**config.mk**
```make
export PLATFORM = sky130hd
export DESIGN_NAME = srs_divider
export DESIGN_NICKNAME = d
export VERILOG_FILES = /design/src/srs_pkg.sv /design/src/srs_divider.sv
export SDC_FILE = /design/constraint.sdc
export NUM_CORES = 1
export LEC_CHECK = 0
export ABC_AREA = 1
export BUFFER_PORTS_ARGS = -buffer_cell sky130_fd_sc_hd__buf_2
export CELL_PAD_IN_SITES_DETAIL_PLACEMENT = 1
export CELL_PAD_IN_SITES_GLOBAL_PLACEMENT = 2
export CORE_MARGIN = 5
export CORE_UTILIZATION = 31
export CTS_CLUSTER_SIZE = 40
export DETAILED_ROUTE_END_ITERATION = 12
export PLACE_DENSITY = 0.87
export SLEW_MARGIN = 20
export SYNTH_ARGS = -nofsm -noshare
export SYNTH_HDL_FRONTEND = slang
export SYNTH_SLANG_ARGS = --single-unit
export TNS_END_PERCENT = 10
```
**constraint.sdc**
```tcl
create_clock -name clk -period 2.84 [get_ports clk]
set_clock_uncertainty 0.05 [all_clocks]
set_input_delay 0.568 -clock clk [delete_from_list [all_inputs] [get_ports clk]]
set_output_delay 0.568 -clock clk [all_outputs]
set_load 0.01 [all_outputs]
```
**src/srs_pkg.sv**
```systemverilog
// shared constants, types and helpers for the stripe request splitter
package srs_pkg;

    localparam int BLOCK_BITS  = 16;
    localparam int BLOCK_SIZE  = 1 << BLOCK_BITS;
    localparam int MAX_DEVICES = 16;
    localparam int MAX_CHUNKS  = 64;

    localparam int OFFSET_W    = 48;
    localparam int LENGTH_W    = 22;
    localparam int DEV_CNT_W   = 5;
    localparam int DEV_IDX_W   = 4;
    localparam int CHUNK_LEN_W = 17;
    localparam int BLOCK_NUM_W = OFFSET_W - BLOCK_BITS;
    localparam int DIV_CNT_W   = $clog2(BLOCK_NUM_W);

    localparam logic [LENGTH_W-1:0]    LEN_BOUND =
        LENGTH_W'((MAX_CHUNKS - 1) * BLOCK_SIZE);
    localparam logic [CHUNK_LEN_W-1:0] BLOCK_LEN = CHUNK_LEN_W'(BLOCK_SIZE);
    localparam logic [DEV_CNT_W-1:0]   DEV_MAX   = DEV_CNT_W'(MAX_DEVICES);

    typedef enum logic [1:0] {
        ST_IDLE,
        ST_DIV,
        ST_CHUNK,
        ST_ERR
    } split_state_t;

    typedef struct packed {
        logic                   start;
        logic [BLOCK_NUM_W-1:0] dividend;
        logic [DEV_CNT_W-1:0]   divisor;
    } div_cmd_t;

    typedef struct packed {
        logic                   done;
        logic [BLOCK_NUM_W-1:0] quotient;
        logic [DEV_IDX_W-1:0]   remainder;
    } div_result_t;

    function automatic logic [DEV_CNT_W-1:0] eff_devices(input logic [DEV_CNT_W-1:0] cnt);
        logic [DEV_CNT_W-1:0] d;
        d = cnt;
        if (d == '0)
        begin
            d = DEV_CNT_W'(1);
        end
        if (d > DEV_MAX)
        begin
            d = DEV_MAX;
        end
        return d;
    endfunction

endpackage

```
**src/srs_divider.sv**
```systemverilog
// radix-2 restoring divider: block number by device count, one bit per cycle
module srs_divider import srs_pkg::*;
(
    input  logic        clk,
    input  logic        rst_n,
    input  div_cmd_t    cmd,
    output div_result_t res
);

    logic                   busy_reg, busy_next;
    logic                   done_reg, done_next;
    logic [DIV_CNT_W-1:0]   cnt_reg, cnt_next;
    logic [BLOCK_NUM_W-1:0] dvd_reg, dvd_next;
    logic [DEV_IDX_W-1:0]   rem_reg, rem_next;
    logic [DEV_CNT_W-1:0]   dsr_reg, dsr_next;

    logic [DEV_CNT_W-1:0]   trial;
    logic [DEV_CNT_W-1:0]   diff;
    logic                   fits;

    assign trial = {rem_reg, dvd_reg[BLOCK_NUM_W-1]};
    assign fits  = (trial >= dsr_reg);
    assign diff  = trial - dsr_reg;

    always_comb
    begin
        busy_next = busy_reg;
        done_next = 1'b0;
        cnt_next  = cnt_reg;
        dvd_next  = dvd_reg;
        rem_next  = rem_reg;
        dsr_next  = dsr_reg;
        if (cmd.start)
        begin
            busy_next = 1'b1;
            cnt_next  = '0;
            dvd_next  = cmd.dividend;
            rem_next  = '0;
            dsr_next  = cmd.divisor;
        end
        else if (busy_reg)
        begin
            dvd_next = {dvd_reg[BLOCK_NUM_W-2:0], fits};
            rem_next = fits ? diff[DEV_IDX_W-1:0] : trial[DEV_IDX_W-1:0];
            cnt_next = cnt_reg + DIV_CNT_W'(1);
            if (cnt_reg == DIV_CNT_W'(BLOCK_NUM_W - 1))
            begin
                busy_next = 1'b0;
                done_next = 1'b1;
            end
        end
    end

    always_ff @(posedge clk or negedge rst_n)
    begin
        if (!rst_n)
        begin
            busy_reg <= 1'b0;
            done_reg <= 1'b0;
            cnt_reg  <= '0;
        end
        else
        begin
            busy_reg <= busy_next;
            done_reg <= done_next;
            cnt_reg  <= cnt_next;
        end
    end

    always_ff @(posedge clk)
    begin
        dvd_reg <= dvd_next;
        rem_reg <= rem_next;
        dsr_reg <= dsr_next;
    end

    assign res.done      = done_reg;
    assign res.quotient  = dvd_reg;
    assign res.remainder = rem_reg;

endmodule

```
==> flow_metrics.py <==
metrics = {
    "power_and_ir_drop": {
        "switchingPower_mw": 0.567,
        "cell_internal_pwr_mw": 1.21,
        "p_per_area_nw_per_um2": 627,
        "p_clk_share_pct": 22.5,
        "p_sw_share_pct": 31.9,
        "ir_drop_mv": 0.239,
        "pwr-share-comb_pct": 26.8,
        "p_leak_nw": 1.45,
        "p_seq_share_pct": 50.8,
    },
    "global_route": {
        "globalRouteMet2Util_pct": 21.9,
        "grt_pass1_vias": 2030,
        "busiest_layer": "met2",
        "globalRoute.totalOverflow": 0,
        "track_usage_pct": 13.1,
        "antenna_found_initial": 0,
        "gr-usage-met1_pct": 15.8,
        "grt_pass1_wl_um": 9120,
        "grt_use_met3_pct": 4.50,
        "grt_start_max_net_pins": 42,
    },
    "min_path": {
        "hold_path.class": "in -> async",
    },
    "critical_path": {
        "reg2reg_slack_ns": 1.22,
        "worstSetupPathType": "reg -> reg",
        "path_cells": "ha_1, nand2_2, nand2_2, a21oi_4, nand3_2, nand2_1, nand2_1",
        "crit_arrival_ns": 1.64,
        "worstReg2RegStart": "rem_reg[1]",
        "critPathLaunchType": "flip-flop",
        "crit_slowest_cell": "ha_1",
        "r2r-end": "dvd_reg[0]",
        "cp_top_family": "simple AND/OR/NAND/NOR gates",
        "endpoint_kind": "flip-flop",
        "cp-startpoint": "rem_reg[1]",
        "cp_data_required_time_ns": 2.85,
        "reg2reg_depth": 7,
        "path_buf_inv": 0,
        "max_stage_delay_ns": 0.37,
        "crit_fanout": 5,
    },
    "synthesis": {
        "yosys.area.top_type_share_pct": 49.2,
        "yosysSeqAreaShare_pct": 60.5,
        "synth_area_leaders": "edfxtp_1 49%, nand2_1 20%, dfrtp_1 7.8%, ha_1 3.9%, dfxtp_1 3.5%",
        "ys_ff_latch": 48,
        "syn_area_um2": 2260,
        "synth_warnings": 0,
        "synthArstFlopShare_pct": 14.6,
        "syn_avg_cell_area_um2": 9.42,
        "synth_area_leader_cell": "edfxtp_1",
        "postSynthCellCount": 240,
        "synth-main-ff-cell": "edfxtp_1",
        "synth_common_cells": "122 x nand2_1, 37 x edfxtp_1, 15 x inv_1",
        "synth_cell_type_count": 26,
        "syn_nets": 288,
        "synth-edff-count": 37,
        "synth.most_common_cell": "nand2_1",
    },
    "cts": {
        "cts_setup_buffers": 0,
        "htree_levels": 2,
        "numCtsBuffers": 5,
        "cts-root-buf": "clkbuf_8",
        "cts_tree": "yes",
        "holdBufCountCts": 0,
        "ctsResizeCount": 0,
        "cts.clk_slew.worst_paths_ns": 0.09,
        "cts.sinks": 48,
        "clk-insertion-delay-late_ns": 0.30,
        "cts_buffer_depth": 2,
    },
    "detailed_routing": {
        "drt-total-wl_um": 5540,
        "drt_iter0_markers": 46,
        "dr_total_vias": 1822,
        "vias_per_cell": 4.37,
        "ant_nets": 0,
        "first_pass_iters": 4,
        "drc": 0,
        "avgRoutedWirePerCell_um": 13.3,
    },
    "timing": {
        "fin_crit_ns": 1.62,
        "max_slew.worst_pin.slew_ns": 0.559,
        "hold_viol_final": 0,
        "setup_viol": 0,
        "clock.fmax_mhz": 616,
        "slew-limit-headroom_pct": 62.6,
        "drv_slew": 0,
        "tns_ns": 0,
        "fin_crit_sh_pct": 57.1,
        "rsz0062_at_grt": "no",
    },
    "final_layout": {
        "largest_reg_flops": 32,
        "multi_input_area_um2": 776,
        "fill_cells": 883,
        "layout-drive-gt1-share_pct": 31.1,
        "regArea_um2": 1370,
        "stdcell_area_um2": 2840,
        "fin_nets": 365,
        "area_growth_pct": 25.6,
        "diodes": 0,
    },
    "placement": {
        "port_buffers": 76,
        "placed_cell_area_um2": 2750,
        "gp_congestion": 0.760,
        "dp_hpwl_um": 4270,
    },
    "floorplan": {
        "die_area_um2": 9100,
        "die_y_um": 95.4,
        "die_x_um": 95.4,
        "ios": 77,
        "core-area_um2": 7180,
        "initial_utilization_pct": 31.5,
        "rows": 31,
    },
    "run_status": {
        "outcome": "finished clean",
    },
    "flow_run": {
        "max_cap_violations": 0,
    },
}
-- kinds of logic after synthesis --
kind of cell	count (synthesis)	synth area share [%]
compound gates	6	1.99
xor+xnor	1	0.388
fa+ha+maj	8	4.76
buf+inv	29	5.20
flops	48	60.5
simple gates	148	27.2
-- power groups by stage --
stage	clock network (mW)	logic (mW)	registers, mW
global route	0.441	0.550	0.913
floorplan	0	0.279	0.941
detailed placement	0	0.486	0.918
CTS	0.419	0.488	0.905
finish	0.400	0.476	0.903
global placement	0	0.477	0.918
-- cell usage in the layout (no fill, tap or decap) --
cell,n
nor2_1,4
buf_4,1
buf_12,1
edfxtp_1,37
dfrtp_1,7
nor4_1,1
nand3_2,2
inv_1,15
a21oi_1,2
buf_2,76
a21oi_4,1
nand2_2,3
xor2_1,1
dfxtp_1,4
nor3_1,4
nor2_4,1
nand2_1,122
o21ai_1,2
clkbuf_8,5
nand4_1,4
a22o_1,1
ha_1,7
clkinv_4,1
clkbuf_1,2
nand3_1,4
nor2_2,2
fa_1,1
nand3b_1,1
inv_2,6
-- per-layer routing --
metal | part of all wire (%) | routed length [um]
met5 | 0 | 0
met4 | 1.5 | 83
met3 | 7.3 | 406
met2 | 47 | 2600
met1 | 44 | 2450
-- cell type report --
class                   instances  share of cell area (%)
clock buffers                   7                    2.69
multi-input cells             163                    27.3
well taps                      99                    4.37
flip-flops and latches         48                    48.1
repair buffers                 78                    14.4
inverters                      21                    2.78
clock inverters                 1                   0.309
-- per-stage QoR --
step                      std cells  power, mW  hold WS [ns]  util, %  worst slack, ns
after floorplan                 240       1.22         0.222        -            0.912
after global placement          409       1.39         0.364     38.4             1.11
after detailed placement        409       1.40         0.363     38.4             1.08
after CTS                       417       1.81        0.0245     39.5             1.20
after global routing            417       1.90        0.0338     39.5             1.09
final                           417       1.78        0.0308     39.5             1.22
-- worst reg2reg max path: stages, from the launching register on --
cell	delay (ns)
dfxtp_1	0.36
ha_1	0.37
nand2_2	0.08
nand2_2	0.06
a21oi_4	0.17
nand3_2	0.14
nand2_1	0.09
nand2_1	0.06
-- worst max path at each step --
stage	end	depth (start not counted)
global route	dvd_reg[0]	7
finish	dvd_reg[0]	7
global placement	dvd_reg[15]	4
CTS	dvd_reg[0]	7
detailed placement	dvd_reg[16]	4
floorplan	dvd_reg[0]	3
Power figures use the tool's default switching activity.
